File: src/rtl/uvc_pkg.sv
`timescale 1ns / 1ps

package uvc_pkg;

    localparam int VALUE_W = 32;
    localparam int COUNT_W = 11;
    localparam int SLOT_CNT_W = 2;

    // Saturating per-slot occurrence count
    localparam logic [SLOT_CNT_W-1:0] CNT_EMPTY = 2'd0;
    localparam logic [SLOT_CNT_W-1:0] CNT_ONCE  = 2'd1;
    localparam logic [SLOT_CNT_W-1:0] CNT_MANY  = 2'd2;

    // Reported total saturates here
    localparam logic [COUNT_W-1:0] UNIQUE_MAX = 11'd2047;

    typedef struct packed {
        logic [SLOT_CNT_W-1:0] count;
        logic [VALUE_W-1:0]    key;
    } slot_t;

    typedef struct packed {
        logic               overflow;
        logic [COUNT_W-1:0] singles;
    } result_t;

    typedef struct packed {
        logic rd_en;
        logic wr_en;
    } ram_cmd_t;

    typedef enum logic [2:0] {
        ST_CLEAR,
        ST_IDLE,
        ST_HASH,
        ST_READ,
        ST_CHECK,
        ST_REPORT
    } state_t;

endpackage

File: src/rtl/uvc_mod_unit.sv
`timescale 1ns / 1ps

// Home slot = value mod TABLE_DEPTH.
// Power-of-two depth: a mask. Otherwise a restoring remainder unit, four
// compare/subtract steps per cycle over the 32-bit value.
module uvc_mod_unit #(
    parameter int TABLE_DEPTH = 1024
) (
    input  logic                           aclk,
    input  logic                           aresetn,
    input  logic                           start,
    input  logic [uvc_pkg::VALUE_W-1:0]    value_in,
    output logic                           done,
    output logic [$clog2(TABLE_DEPTH)-1:0] rem
);

    localparam int RW = $clog2(TABLE_DEPTH);
    localparam bit IS_POW2 = (TABLE_DEPTH & (TABLE_DEPTH - 1)) == 0;

    logic          done_reg;
    logic [RW-1:0] rem_reg;

    assign done = done_reg;
    assign rem  = rem_reg;

    generate
        if (IS_POW2) begin : g_mask
            always_ff @(posedge aclk) begin
                if (!aresetn) begin
                    done_reg <= 1'b0;
                end else begin
                    done_reg <= start;
                end
                if (start) begin
                    rem_reg <= value_in[RW-1:0];
                end
            end
        end else begin : g_serial
            localparam int BITS_PER_STEP = 4;
            localparam int STEPS = uvc_pkg::VALUE_W / BITS_PER_STEP;
            localparam int SW = $clog2(STEPS);
            localparam logic [RW:0] DEPTH_W = (RW + 1)'(TABLE_DEPTH);

            logic                        busy_reg;
            logic [SW-1:0]               step_reg;
            logic [uvc_pkg::VALUE_W-1:0] div_reg;
            logic [RW-1:0]               rem_step;

            always_comb begin
                logic [RW:0] trial;
                rem_step = rem_reg;
                for (int i = 0; i < BITS_PER_STEP; i++) begin
                    trial = {rem_step, div_reg[uvc_pkg::VALUE_W-1-i]};
                    if (trial >= DEPTH_W) begin
                        trial = trial - DEPTH_W;
                    end
                    rem_step = trial[RW-1:0];
                end
            end

            always_ff @(posedge aclk) begin
                if (!aresetn) begin
                    busy_reg <= 1'b0;
                    done_reg <= 1'b0;
                    step_reg <= '0;
                end else begin
                    done_reg <= 1'b0;
                    if (start) begin
                        busy_reg <= 1'b1;
                        step_reg <= '0;
                    end else if (busy_reg) begin
                        step_reg <= step_reg + 1'b1;
                        if (step_reg == SW'(STEPS - 1)) begin
                            busy_reg <= 1'b0;
                            done_reg <= 1'b1;
                        end
                    end
                end
                if (start) begin
                    div_reg <= value_in;
                    rem_reg <= '0;
                end else if (busy_reg) begin
                    div_reg <= div_reg << BITS_PER_STEP;
                    rem_reg <= rem_step;
                end
            end
        end
    endgenerate

endmodule

File: config.mk
export PLATFORM = sky130hd
export DESIGN_NAME = uvc_mod_unit
export DESIGN_NICKNAME = d
export VERILOG_FILES = /design/src/rtl/uvc_pkg.sv /design/src/rtl/uvc_mod_unit.sv
export SDC_FILE = /design/constraint.sdc
export NUM_CORES = 1
export LEC_CHECK = 0
export CORE_AREA = 10 10 47 49
export CTS_BUF_LIST = sky130_fd_sc_hd__clkbuf_4 sky130_fd_sc_hd__clkbuf_8
export DETAILED_ROUTE_END_ITERATION = 8
export DIE_AREA = 0 0 57 59
export DONT_BUFFER_PORTS = 1
export PLACE_DENSITY = 0.35
export SYNTH_ARGS = -nofsm -noshare
export SYNTH_HDL_FRONTEND = slang
export SYNTH_SLANG_ARGS = --single-unit
File: constraint.sdc
create_clock -name aclk -period 1.47 [get_ports aclk]
set_clock_uncertainty 0.15 [all_clocks]
set_input_delay 0.147 -clock aclk [delete_from_list [all_inputs] [get_ports aclk]]
set_output_delay 0.147 -clock aclk [all_outputs]
set_load 0.03 [all_outputs]
Word-level counts from Yosys, hierarchy flattened. Index checks and enable logic that the tools add are counted.

Logic and storage cells: 2. Bits in registers: 11. Memories kept: 0. Output and inout port bits: 11. Memory bits (writable): 0. Input port bits: 35. Bits in read-only memories: 0. Bits in latches: 0.

Reductions and logical operators: 0. Shift-type cells: 0. Muxes and demuxes: 0. Add/subtract/negate cells: 0. Bitwise operators: 0. $lt $le $gt $ge: 0. Equality and inequality tests: 0. Multiply operators: 0. Div/mod/pow operators: 0.

Depth between registers and ports, before layout.
Depth in word-level cells: 0. Mapped depth: 1. Mapped depth without buffers: 1.

Worst setup path before layout. Ideal clock, no wire load.

Path kind: register to output. Start: reg rem_reg[0], in the netlist rem[0]. End: out rem[0]. Setup slack: 677 ps. Stages on the path, launching flop included: 1. Path buffers: 0. Required time: 1173 ps. Data arrival time: 496 ps. Cells stage by stage: edfxtp_1.

RTL lines: start, declared (line uvc_mod_unit.sv:21) `logic [RW-1:0] rem_reg;`; start signal, assigned (line uvc_mod_unit.sv:35) `rem_reg <= value_in[RW-1:0];`; end, declared (line uvc_mod_unit.sv:14) `output logic [$clog2(TABLE_DEPTH)-1:0] rem`.

No word-level cell between the ends.

Final worst setup path.
Start: in start. End: reg rem_reg[7], in the netlist rem[7], enable pin.

RTL lines: start, declared (line uvc_mod_unit.sv:11) `input logic start,`.

No word-level cell between the ends.

==> flow_summary_export.csv <==
group,metric,value,unit
setup_path,cpPeakStageDelay,0.83,ns
setup_path,path_max_fanout,11,
grt,antenna_found_initial,0,
sta,worst_slew_pin_slew,0.4649,ns
sta,rsz0062_at_grt,"no",
synth,synth-seq-area-share,98.08,%
min_path,hold_depth,1,
sta,period_share,82.51,%
die,dieArea,3363,sq um
die,fp-row-count,14,
detailed_routing,routed_wl,756,microns
synth,synthFlopType,"edfxtp_1",
synth,synth.most_common_cell,"edfxtp_1",
synth,yosys.area_share.adder,0,%
grt,grt_use_met2,6.822,%
power,powerDensity,1363,nW/um^2
layout,n_fill_cell,145,
place,gp_congestion,0.5384,
synth,synthTopCellsByArea,"edfxtp_1 (92%), dfxtp_1 (6.1%), and2_1 (1.9%)",
setup_path,path_depth,1,
setup_path,cp.arrival,0.97,ns
layout,final_cell_count_no_fill,44,
grt,use_met3,3.648,%
clock_tree,cts_setup_buffers,0,
die,fp.coreArea,1401,sq um
sta,worst_slack,0.2571,ns
synth,syn_area,326.6,sq um
sta,relSlewSlack,68.90,%
clock_tree,clockRootBuffer,"clkbuf_4",
min_path,holdCritPathClass,"in2reg",
synth,synth_edf_count,10,
place,place_ws,0.6602,ns
detailed_routing,viasPerCell,3.818,
die,initial_core_util,23.30,%
synth,synth_compound_area_share,0,%
power,switching_share,23.95,%
synth,synth-seq-cells,11,
setup_path,worst_setup_path_end_kind,"flip-flop",
power,combPwrFrac,4.6,%
synth,synth_simple_gate_area_share,1.916,%
setup_path,path_buf_inv,1,
detailed_routing,drc,0,
setup_path,crit_chain,"dlygate4sd3_1",
synth,synth_top_cell_by_area,"edfxtp_1",
sta,drv_slew,0,
setup_path,cp_slowest_cell,"dlygate4sd3_1",
synth,syn_nets,47,
grt,grt-busiest-layer,"met2",
grt,grt_max_degree,12,
setup_path,critical_path_class,"in2reg",
layout,post-route-util,35.45,%
detailed_routing,vias,168,
power,power.switching,0.1621,mW
power,p_leak,0.1774,nW
grt,grt_pass1_wl,1.110,mm
grt,track_usage,4.704,%
layout,nNetsFinal,64,
clock_tree,cts-hold-fix-buffers,12,
synth,synthArstFlopShare,0,%
detailed_routing,drtPass1Iterations,3,
layout,drive_above_1_share,14.29,%
flow_run,cap_violations,0,
clock_tree,cts_tree,"built",
layout,regArea,320.3,sq um
synth,synthCells,12,
setup_path,critPathLaunchType,"input pin",
setup_path,worstPathRequired,1.23,ns
die,dieWidth,57,microns
power,p_clk_share,32.3,%
layout,n_antenna_cell,0,
sta,tns,0,ns
grt,overflow,0,
layout,multi_input_area,6.256,sq um
synth,synth_top_family_by_area,"simple AND/OR/NAND/NOR gates",
die,die_h,59,microns
detailed_routing,wl_per_cell,17.18,microns
clock_tree,cts_sinks,11,
setup_path,cpLargestDelayFamily,"buffers and inverters",
layout,area_delta_synth_final,52.11,%
power,power.internal,0.5147,mW
grt,met1_usage,4.248,%
place,dp_cells,28,
synth,synthTopCellsByCount,"edfxtp_1 (10), and2_1 (1), dfxtp_1 (1)",
synth,post_synth_num_cell_types,3,
power,p_seq_share,63.1,%
clock_tree,htreeDepth,1,
place,portBuffers,0,
grt,grt_pass1_vias,219,
run_status,status,"completed",
clock_tree,cts_buffers,3,
sta,whs,0.3528,ns
detailed_routing,drt-initial-drc-count,1,
clock_tree,cts.path.max_buffers,2,
detailed_routing,postRouteAntennaNets,0,
power,peakVddDrop,418.0,uV
synth,synthXorXnorAreaFrac,0,%
clock_tree,cts.reportedPaths.clkPinSlew,0.07,ns
sta,post-route-min-period,1.213,ns
synth,netlist.area_leader.share,91.95,%
die,io_pins,46,
layout,largest_reg_flops,10,
synth,syn_area_per_cell,27.21,sq um
synth,ys_warn_count,0,
synth,synthMuxAreaShare,0,%
clock_tree,cts-resized-gates,0,
sta,setup_viol,0,
sta,fmax,824.5,MHz
sta,final_hold_viol_count,0,
==> cell usage in the layout, fill, tap and decap left out <==
master,Yosys,final
edfxtp_1,10,10
dlygate4sd3_1,0,12
dfxtp_1,1,1
and2_1,1,1
clkbuf_4,0,4
==> layer usage <==
layer	vias up	share of wire (%)
met2	12	56
met4	0	0
met3	0	9.1
met5	-	0
li1	78	-
met1	78	35
==> final timing paths <==
| kind | end | slack (ns) | from |
|---|---|---|---|
| setup / recovery | rem[7] | 0.26 | start |
| hold / removal | rem[8] | 0.35 | value_in[8] |
==> cell families (layout without fill, tap and decap cells) <==
logic type             count (synthesis)  in the layout
and+or+nand+nor                        1              1
buffers and inverters                  0             16
DFF                                   11             11
==> area by class of cell <==
class,count,share of cell area [%]
sequential,11,64.48
timing repair buffer,12,24.18
clock buffer,4,6.045
tap,16,4.030
multi-input combinational,1,1.259
==> metrics by stage <==
step | power (mW) | instance area, sq um
floorplan | 0.4308 | 326.6
global placement | 0.4368 | 346.6
detailed placement | 0.4372 | 346.6
CTS | 0.6888 | 496.7
global route | 0.7119 | 496.7
finish | 0.6768 | 496.7
==> power groups by stage <==
stage	logic, mW	registers, mW	clock network, mW
after floorplan	0.000873	0.430	0
after global placement	0.000952	0.436	0
after detailed placement	0.000963	0.436	0
after CTS	0.0311	0.429	0.229
after global routing	0.0348	0.429	0.248
final	0.0309	0.427	0.219
(Power assumes the default switching activity.)
