[src/rtl/uvc_pkg.sv]
`timescale 1ns / 1ps

package uvc_pkg;

    localparam int VALUE_W = 32;
    localparam int COUNT_W = 11;
    localparam int SLOT_CNT_W = 2;

    // Saturating per-slot occurrence count
    localparam logic [SLOT_CNT_W-1:0] CNT_EMPTY = 2'd0;
    localparam logic [SLOT_CNT_W-1:0] CNT_ONCE  = 2'd1;
    localparam logic [SLOT_CNT_W-1:0] CNT_MANY  = 2'd2;

    // Reported total saturates here
    localparam logic [COUNT_W-1:0] UNIQUE_MAX = 11'd2047;

    typedef struct packed {
        logic [SLOT_CNT_W-1:0] count;
        logic [VALUE_W-1:0]    key;
    } slot_t;

    typedef struct packed {
        logic               overflow;
        logic [COUNT_W-1:0] singles;
    } result_t;

    typedef struct packed {
        logic rd_en;
        logic wr_en;
    } ram_cmd_t;

    typedef enum logic [2:0] {
        ST_CLEAR,
        ST_IDLE,
        ST_HASH,
        ST_READ,
        ST_CHECK,
        ST_REPORT
    } state_t;

endpackage

[src/rtl/uvc_probe_ctrl.sv]
`timescale 1ns / 1ps

// Sequencer: hash, linear probe, per-set totals, report and clear sweep.
module uvc_probe_ctrl #(
    parameter int TABLE_DEPTH = 1024
) (
    input  logic                           aclk,
    input  logic                           aresetn,
    input  logic                           in_valid,
    input  logic [uvc_pkg::VALUE_W-1:0]    in_value,
    input  logic                           in_last,
    output logic                           in_ready,
    output logic                           mod_start,
    input  logic                           mod_done,
    input  logic [$clog2(TABLE_DEPTH)-1:0] mod_rem,
    output uvc_pkg::ram_cmd_t              ram_cmd,
    output logic [$clog2(TABLE_DEPTH)-1:0] ram_addr,
    output uvc_pkg::slot_t                 ram_wdata,
    input  uvc_pkg::slot_t                 ram_rdata,
    input  logic                           out_free,
    output logic                           res_valid,
    output uvc_pkg::result_t               res_data
);

    localparam int AW = $clog2(TABLE_DEPTH);
    localparam int TW = $clog2(TABLE_DEPTH + 1);
    localparam int CW = (TW > uvc_pkg::COUNT_W) ? TW : uvc_pkg::COUNT_W;
    localparam logic [AW-1:0] LAST_SLOT = AW'(TABLE_DEPTH - 1);

    uvc_pkg::state_t state_reg, state_next;

    logic [uvc_pkg::VALUE_W-1:0] value_reg, value_next;
    logic                        last_reg, last_next;
    logic [AW-1:0]               pos_reg, pos_next;
    logic [AW-1:0]               tries_reg, tries_next;
    logic [AW-1:0]               clr_reg, clr_next;
    logic [TW-1:0]               total_reg, total_next;
    logic                        full_reg, full_next;

    logic          slot_empty;
    logic          slot_hit;
    logic          last_try;
    logic          probe_end;
    logic [AW-1:0] pos_inc;
    logic [CW-1:0] total_ext;

    assign slot_empty = ram_rdata.count == uvc_pkg::CNT_EMPTY;
    assign slot_hit   = !slot_empty && (ram_rdata.key == value_reg);
    assign last_try   = tries_reg == LAST_SLOT;
    assign probe_end  = slot_empty || slot_hit || last_try;
    assign pos_inc    = (pos_reg == LAST_SLOT) ? '0 : pos_reg + 1'b1;

    // Next state
    always_comb begin
        state_next = state_reg;
        case (state_reg)
            uvc_pkg::ST_CLEAR: begin
                if (clr_reg == LAST_SLOT) begin
                    state_next = uvc_pkg::ST_IDLE;
                end
            end
            uvc_pkg::ST_IDLE: begin
                if (in_valid) begin
                    state_next = uvc_pkg::ST_HASH;
                end
            end
            uvc_pkg::ST_HASH: begin
                if (mod_done) begin
                    state_next = uvc_pkg::ST_READ;
                end
            end
            uvc_pkg::ST_READ: begin
                state_next = uvc_pkg::ST_CHECK;
            end
            uvc_pkg::ST_CHECK: begin
                if (probe_end) begin
                    state_next = last_reg ? uvc_pkg::ST_REPORT : uvc_pkg::ST_IDLE;
                end else begin
                    state_next = uvc_pkg::ST_READ;
                end
            end
            uvc_pkg::ST_REPORT: begin
                if (out_free) begin
                    state_next = uvc_pkg::ST_CLEAR;
                end
            end
            default: begin
                state_next = uvc_pkg::ST_CLEAR;
            end
        endcase
    end

    // Datapath next values
    always_comb begin
        value_next = value_reg;
        last_next  = last_reg;
        pos_next   = pos_reg;
        tries_next = tries_reg;
        clr_next   = clr_reg;
        total_next = total_reg;
        full_next  = full_reg;
        case (state_reg)
            uvc_pkg::ST_CLEAR: begin
                clr_next = (clr_reg == LAST_SLOT) ? '0 : clr_reg + 1'b1;
            end
            uvc_pkg::ST_IDLE: begin
                if (in_valid) begin
                    value_next = in_value;
                    last_next  = in_last;
                    tries_next = '0;
                end
            end
            uvc_pkg::ST_HASH: begin
                if (mod_done) begin
                    pos_next = mod_rem;
                end
            end
            uvc_pkg::ST_CHECK: begin
                if (slot_empty) begin
                    total_next = total_reg + 1'b1;
                end else if (slot_hit) begin
                    if (ram_rdata.count == uvc_pkg::CNT_ONCE) begin
                        total_next = total_reg - 1'b1;
                    end
                end else if (last_try) begin
                    full_next = 1'b1;
                end else begin
                    pos_next   = pos_inc;
                    tries_next = tries_reg + 1'b1;
                end
            end
            uvc_pkg::ST_REPORT: begin
                if (out_free) begin
                    total_next = '0;
                    full_next  = 1'b0;
                    clr_next   = '0;
                end
            end
            default: begin
                clr_next = clr_reg;
            end
        endcase
    end

    // Outputs
    always_comb begin
        in_ready  = 1'b0;
        mod_start = 1'b0;
        res_valid = 1'b0;
        ram_cmd   = '0;
        ram_addr  = pos_reg;
        ram_wdata = '0;
        case (state_reg)
            uvc_pkg::ST_CLEAR: begin
                ram_cmd.wr_en = 1'b1;
                ram_addr      = clr_reg;
            end
            uvc_pkg::ST_IDLE: begin
                in_ready  = 1'b1;
                mod_start = in_valid;
            end
            uvc_pkg::ST_READ: begin
                ram_cmd.rd_en = 1'b1;
            end
            uvc_pkg::ST_CHECK: begin
                ram_wdata.key = value_reg;
                if (slot_empty) begin
                    ram_cmd.wr_en   = 1'b1;
                    ram_wdata.count = uvc_pkg::CNT_ONCE;
                end else if (slot_hit && ram_rdata.count == uvc_pkg::CNT_ONCE) begin
                    ram_cmd.wr_en   = 1'b1;
                    ram_wdata.count = uvc_pkg::CNT_MANY;
                end
            end
            uvc_pkg::ST_REPORT: begin
                res_valid = out_free;
            end
            default: begin
                in_ready = 1'b0;
            end
        endcase
    end

    assign total_ext = CW'(total_reg);
    assign res_data.singles = (total_ext > CW'(uvc_pkg::UNIQUE_MAX)) ?
                              uvc_pkg::UNIQUE_MAX : total_ext[uvc_pkg::COUNT_W-1:0];
    assign res_data.overflow = full_reg;

    always_ff @(posedge aclk) begin
        if (!aresetn) begin
            state_reg <= uvc_pkg::ST_CLEAR;
            clr_reg   <= '0;
            total_reg <= '0;
            full_reg  <= 1'b0;
        end else begin
            state_reg <= state_next;
            clr_reg   <= clr_next;
            total_reg <= total_next;
            full_reg  <= full_next;
        end
        value_reg <= value_next;
        last_reg  <= last_next;
        pos_reg   <= pos_next;
        tries_reg <= tries_next;
    end

endmodule

[config.mk]
export PLATFORM = sky130hd
export DESIGN_NAME = uvc_probe_ctrl
export DESIGN_NICKNAME = d
export VERILOG_FILES = /design/src/rtl/uvc_pkg.sv /design/src/rtl/uvc_probe_ctrl.sv
export SDC_FILE = /design/constraint.sdc
export NUM_CORES = 1
export LEC_CHECK = 0
export ABC_CLOCK_PERIOD_IN_PS = 8270
export BUFFER_PORTS_ARGS = -buffer_cell sky130_fd_sc_hd__buf_4
export CORE_AREA = 4 4 110 112
export DETAILED_ROUTE_END_ITERATION = 10
export DIE_AREA = 0 0 114 116
export HOLD_SLACK_MARGIN = 0.15
export PLACE_DENSITY = 0.65
export SYNTH_ARGS = -nofsm -noshare
export SYNTH_HDL_FRONTEND = slang
export SYNTH_SLANG_ARGS = --single-unit
[constraint.sdc]
create_clock -name aclk -period 8.27 [get_ports aclk]
set_input_delay 0.4135 -clock aclk [delete_from_list [all_inputs] [get_ports aclk]]
set_output_delay 0.4135 -clock aclk [all_outputs]
set_load 0.05 [all_outputs]
---- Yosys cells after proc, flatten, opt, wreduce, memory -nomap -nowiden ----
Index checks and enable logic that the tools add are counted.
storage, ports and cells
  flip-flop bits (word level) ............. 78
  word-level logic and storage cells ...... 95
cells by class
  add/sub/neg operators ................... 5
  order comparisons ....................... 1
  eq/ne operators ......................... 20
  muxes and demuxes ....................... 43
  reductions and logical operators ........ 18
operator list
  operator                                             number
  two-way mux 10 bit                                   12
  case mux 10 bit (2 select lines)                     3
  two-way mux 11 bit                                   5
  two-way mux 34 bit                                   1
  equality test 32 bit                                 1
  adder 10 x 1 -> 10 bit, second input constant        3
  equality test 10 bit, second input constant          3
  case mux 11 bit (2 select lines)                     1
  two-way mux 3 bit                                    6
  case mux 3 bit (6 select lines)                      1
  inequality test 2 bit, second input constant         8
  AND reduction 5 bit                                  3
  adder 11 x 1 -> 11 bit, second input constant        1
  > comparator 11 bit, second input constant           1
  subtractor 11 x 1 -> 11 bit, second input constant   1
  two-way mux 1 bit                                    10
  AND reduction 4 bit                                  2
  nonzero test 2 bit                                   4
  equality test 3 x 2 -> 1 bit, second input constant  2
  equality test 3 bit, second input constant           2
  inequality test 3 bit, second input constant         2
  two-way mux 2 bit                                    2
  case mux 1 bit (2 select lines)                      2
  AND reduction 2 bit                                  2
  other kinds (7)                                      9

---- Longest topological paths before layout ----
  depth after elaboration ................. 7
  gate-level depth with buffers ........... 11
  mapped depth without buffers ............ 10

---- Worst setup path after synthesis ----
OpenSTA, ideal clock, no wires.
  path type ............................... reg2reg
  start point ............................. register state_reg[0]
  end point ............................... register tries_reg[0] (enable)
  data arrival time ....................... 3839 ps
  required time ........................... 7890 ps
  slack ................................... 4051 ps
  cell stages (with the launch flop) ...... 6
  period minus slack after synthesis ...... 4219 ps
  cells stage by stage .................... dfxtp_1 -> clkbuf_1 -> nor3b_1 -> and2_1 -> a21oi_1 -> a21oi_1
between the ends
  cells in the longest elaborated chain, start to end .. 3
RTL lines
  item                                                                   RTL line               source
  from (decl)                                                            uvc_probe_ctrl.sv:30   uvc_pkg::state_t state_reg, state_next;
  from (signal assigned)                                                 uvc_probe_ctrl.sv:191  state_reg <= uvc_pkg::ST_CLEAR;
  from (signal assigned)                                                 uvc_probe_ctrl.sv:196  state_reg <= state_next;
  equality test 3 bit or equality test 3 x 1 -> 1 bit (tied branches)    uvc_probe_ctrl.sv:102  case (state_reg)
  inequality test 2 bit (no line) or nonzero test 2 bit (tied branches)  --
  AND reduction 5 bit (no line) (*)                                      --
  to (signal assigned)                                                   uvc_probe_ctrl.sv:204  tries_reg <= tries_next;
  to (decl)                                                              uvc_probe_ctrl.sv:35   logic [AW-1:0] tries_reg, tries_next;
Mark *: on every way between the ends. The rest lies on a longest branch, timed or not.
A chain may end at the register's enable or synchronous reset.

==> results.md <==
Detailed routing:
- The residual DRC count is 0.
- After detailed routing, the average wire length per cell comes to 15.9 um.
- The detailed router's first-iteration violation count is 186.
- The detailed router placed 3828 vias in this run.
- The final layout contains routed wiring with a total length of around 12000 um.
- In this run the remaining antenna-violating nets after routing total 0.
- The first detailed-routing pass took 4 iterations.
- Using the TritonRoute via totals, the vias-per-cell ratio works out to 5.17.

Power:
- The net switching component of the power is between 150 and 200 uW.
- The share of total power dissipated in sequential elements is 0.466.
- The worst ir drop on vdd is 0.131 mV.
- Power spread over the standard cell area amounts to 152 nW/um2.
- The portion of total power attributed to the clock network is 0.462.
- The proportion of power drawn by combinational gates is 0.072.
- The overall power after layout is 898 uW.
- The net switching fraction of the power is 0.202.
- For this design the static power due to leakage is 2.66 nW.
- Internal power comes to 717 uW.

Floorplanning:
- The die footprint is 13200 um2.
- The total area inside the core boundary comes to roughly 11000 um2.
- Measured along the x axis, the die boundary spans roughly 110 um.
- For this configuration, the core starts out at a cell density of 0.396.
- The floorplan step set the die height to between 100 and 150 um.
- The number of placed I/O pins is 143.
- The total number of placement rows is 39.

Clock tree:
- The clock network latency to the later pin of the worst-skew pair is approximately 340 ps.
- The clock net in this run drives a total of between 70 and 80 sinks.
- The register clock-pin slew on the reported worst setup and hold paths is 60 ps.
- TritonCTS created 9 clock buffers.
- Counting along the longest clock path gives a buffer depth of 2.
- In this run the clock root is driven by a clkbuf_16.
- Post-CTS repair changed the size of 0 cells.
- Post-CTS timing repair inserted 0 buffers for setup.
- The maximum level of the CTS H-tree is 3.
- The number of buffers inserted by hold repair at cts is 0.
- TritonCTS built the clock tree.

Place:
- In this run the tool buffered the top-level ports with 142 buffer cells.
- Routability-driven placement finished with a final weighted congestion of 0.835.
- Summing all placed instances gives a cell area of 5590 um2.
- The number of placed cells counting well taps is 724.
- After legalization and detailed placement, the total HPWL measured approximately 8800 um.
- The setup slack after placement is 4450 ps.

Critical path:
- STA classifies the critical path startpoint as a register.
- For the worst setup path, the data arrival time is 3590 ps.
- Counting cells, the worst reg-to-reg path comes to 6.
- The critical path class is register to output pin.
- The category of the worst setup path capture point is an output pin.
- The critical-path maximum fanout is 36.
- Data on the critical path is required at its endpoint by 7860 ps.

Global routing:
- The total grt overflow is 0.
- The pin count of the biggest net entering global routing is 48.
- The initial antenna violation count was 0.
- For this run, the total global-route usage over all layers was measured as 0.183.
- The global-route wire length before repair is 19100 um.
- The number of global-route vias before repair was between 3000 and 4000.

Timing:
- The number of hold violations in the final report was 0.
- Setup repair after global routing left no endpoint under its margin.
- The number of pins exceeding their max-slew limit in the final report came to 0.
- At the pin with the least slew margin, the transition time is 1180 ps.
- Adding up every negative setup slack in the final design gives 0 ps.
- The fraction of the cycle the final worst path needs is 0.484.
- Measured against its own limit, the worst slew margin works out to 0.209.
- The worst path meets setup with 4270 ps of slack.
- The clock arrives with 11.2 ps of skew.
- The shortest period the worst path allows is around 4000 ps.
- The fmax is 250 MHz.
- Setup violations remaining at the end of the flow were counted as 0.

Yosys:
- The share of synthesized area occupied by flip-flops and latches is 0.470.
- In the post-synthesis netlist, the biggest area contributors are edfxtp_1 36%, dfxtp_1 11%, xor2_1 9.1%, and3_1 6.2%, nand2_1 5.5%.
- The share of async-settable or async-resettable flops after synthesis is 0.
- The synthesized area divided by synthesized cell count is ~9.5 um2.
- The area share of the largest cell type after synthesis is 0.358.
- The net count of the mapped netlist is 563.
- For this run, the number of Yosys warnings is 0.
- The number of flip-flops and latches in the synthesized netlist is 78.
- The leading area contributor after synthesis is edfxtp_1.
- The cell area that synthesis handed to floorplanning was 4450 um2.
- The number of instances in the synthesized netlist is 468.
- The most used flip-flop cell after synthesis is edfxtp_1.
- The unique cell type count in the Yosys netlist is 51.
- In this run, synthesis inferred 53 flip-flops with an integrated enable.

Final layout:
- The number of flip-flops under the largest register name is 32.
- The synthesis-to-finish area growth is 32.6%.
- The top cell types in the final layout, fill and taps aside, are 145 x buf_4, 65 x nand2_1, 53 x edfxtp_1.
- The final standard cell count with taps included and fillers excluded is 740.
- Fill cells in the final layout number 1060.
- The final instance area is 5900 um2.
- The total inserted antenna cells is 0.
- The most common library cell in the layout ignoring fill and taps is buf_4.
- The share of post-route cells with drive strength above 1 is 0.281.
- The net total in the final layout is 687.

Worst hold path:
- The path class of the lowest-slack min-delay path is input port to register.
- Counting instances, the worst hold path has a depth of 1.

Run:
- Across the run, the number of max-cap violations was 0.

Run status:
- The flow ran to the end, and the final reports show no timing, DRC or antenna violations.
## cells by family (layout without fill, tap and decap cells)
group                      count (synthesis)  after routing  share of synthesized area
AOI/OAI and AO/OA                         58             58                     0.0852
xor gates and xnor gates                  62             62                      0.122
adders and majority gates                 13             13                     0.0383
buffers and inverters                     41            170                     0.0357
DFF                                       78             78                      0.470
muxes                                      1              1                    0.00253
and+or+nand+nor                          215            215                      0.246
## per-stage QoR
step	hold WS [ps]	util
floorplan	447	-
global placement	470	0.498
detailed placement	486	0.498
CTS	231	0.526
global route	227	0.526
finish	247	0.526
## worst max-delay path: stages (launching register included)
cell,delay [ps]
dfxtp_1,430
nor2_2,960
nand2_1,800
nor2_1,610
nand2_1,120
nor2_1,110
buf_4,220
## Yosys cell counts, types with 4 or more instances
cell / count
a21boi_0: 6
a21oi_1: 12
and2_1: 4
and3_1: 44
clkbuf_1: 30
dfxtp_1: 25
edfxtp_1: 53
ha_1: 12
inv_1: 9
nand2_1: 65
nand3_1: 11
nand4_1: 15
nor2_1: 36
nor2b_1: 8
nor3_1: 5
nor4_1: 8
o21a_1: 5
o21ai_0: 17
or2_2: 4
xnor2_1: 16
xor2_1: 46
## per-layer routing
layer,vias up,global-route usage,wire [um]
met2,153,0.288,5380
met1,1773,0.220,4910
li1,1884,-,-
met4,0,0.0855,270
met3,18,0.0757,1180
met5,-,0,0
## power groups by stage
stage | registers (mW) | logic (mW) | clock network [mW]
6_report | 0.418 | 0.0647 | 0.415
3_3_place_gp | 0.426 | 0.0641 | 0
5_1_grt | 0.418 | 0.0709 | 0.448
3_5_place_dp | 0.427 | 0.0648 | 0
4_1_cts | 0.418 | 0.0651 | 0.426
2_1_floorplan | 0.426 | 0.0272 | 0
## final timing paths
path | slack (ps) | end | startpoint
worst max-delay path | 4270 | ram_wdata[33] | state_reg[0]
worst min-delay path | 250 | value_reg[17] | in_value[17]
worst max register to register | 4430 | total_ext[2] | state_reg[0]
worst min register to register | 490 | total_ext[8] | total_ext[8]
## final cells by class
cell class / instances / area (um2) / share of cell area
inverter: 9 / 33.8 / 0.00573
tap: 143 / 179 / 0.0303
clock inverter: 5 / 76.3 / 0.0129
clock buffer: 11 / 233 / 0.0394
multi-input combinational: 349 / 2200 / 0.372
sequential: 78 / 2090 / 0.355
timing repair buffer: 145 / 1090 / 0.185
Power figures use the tool's default switching activity.
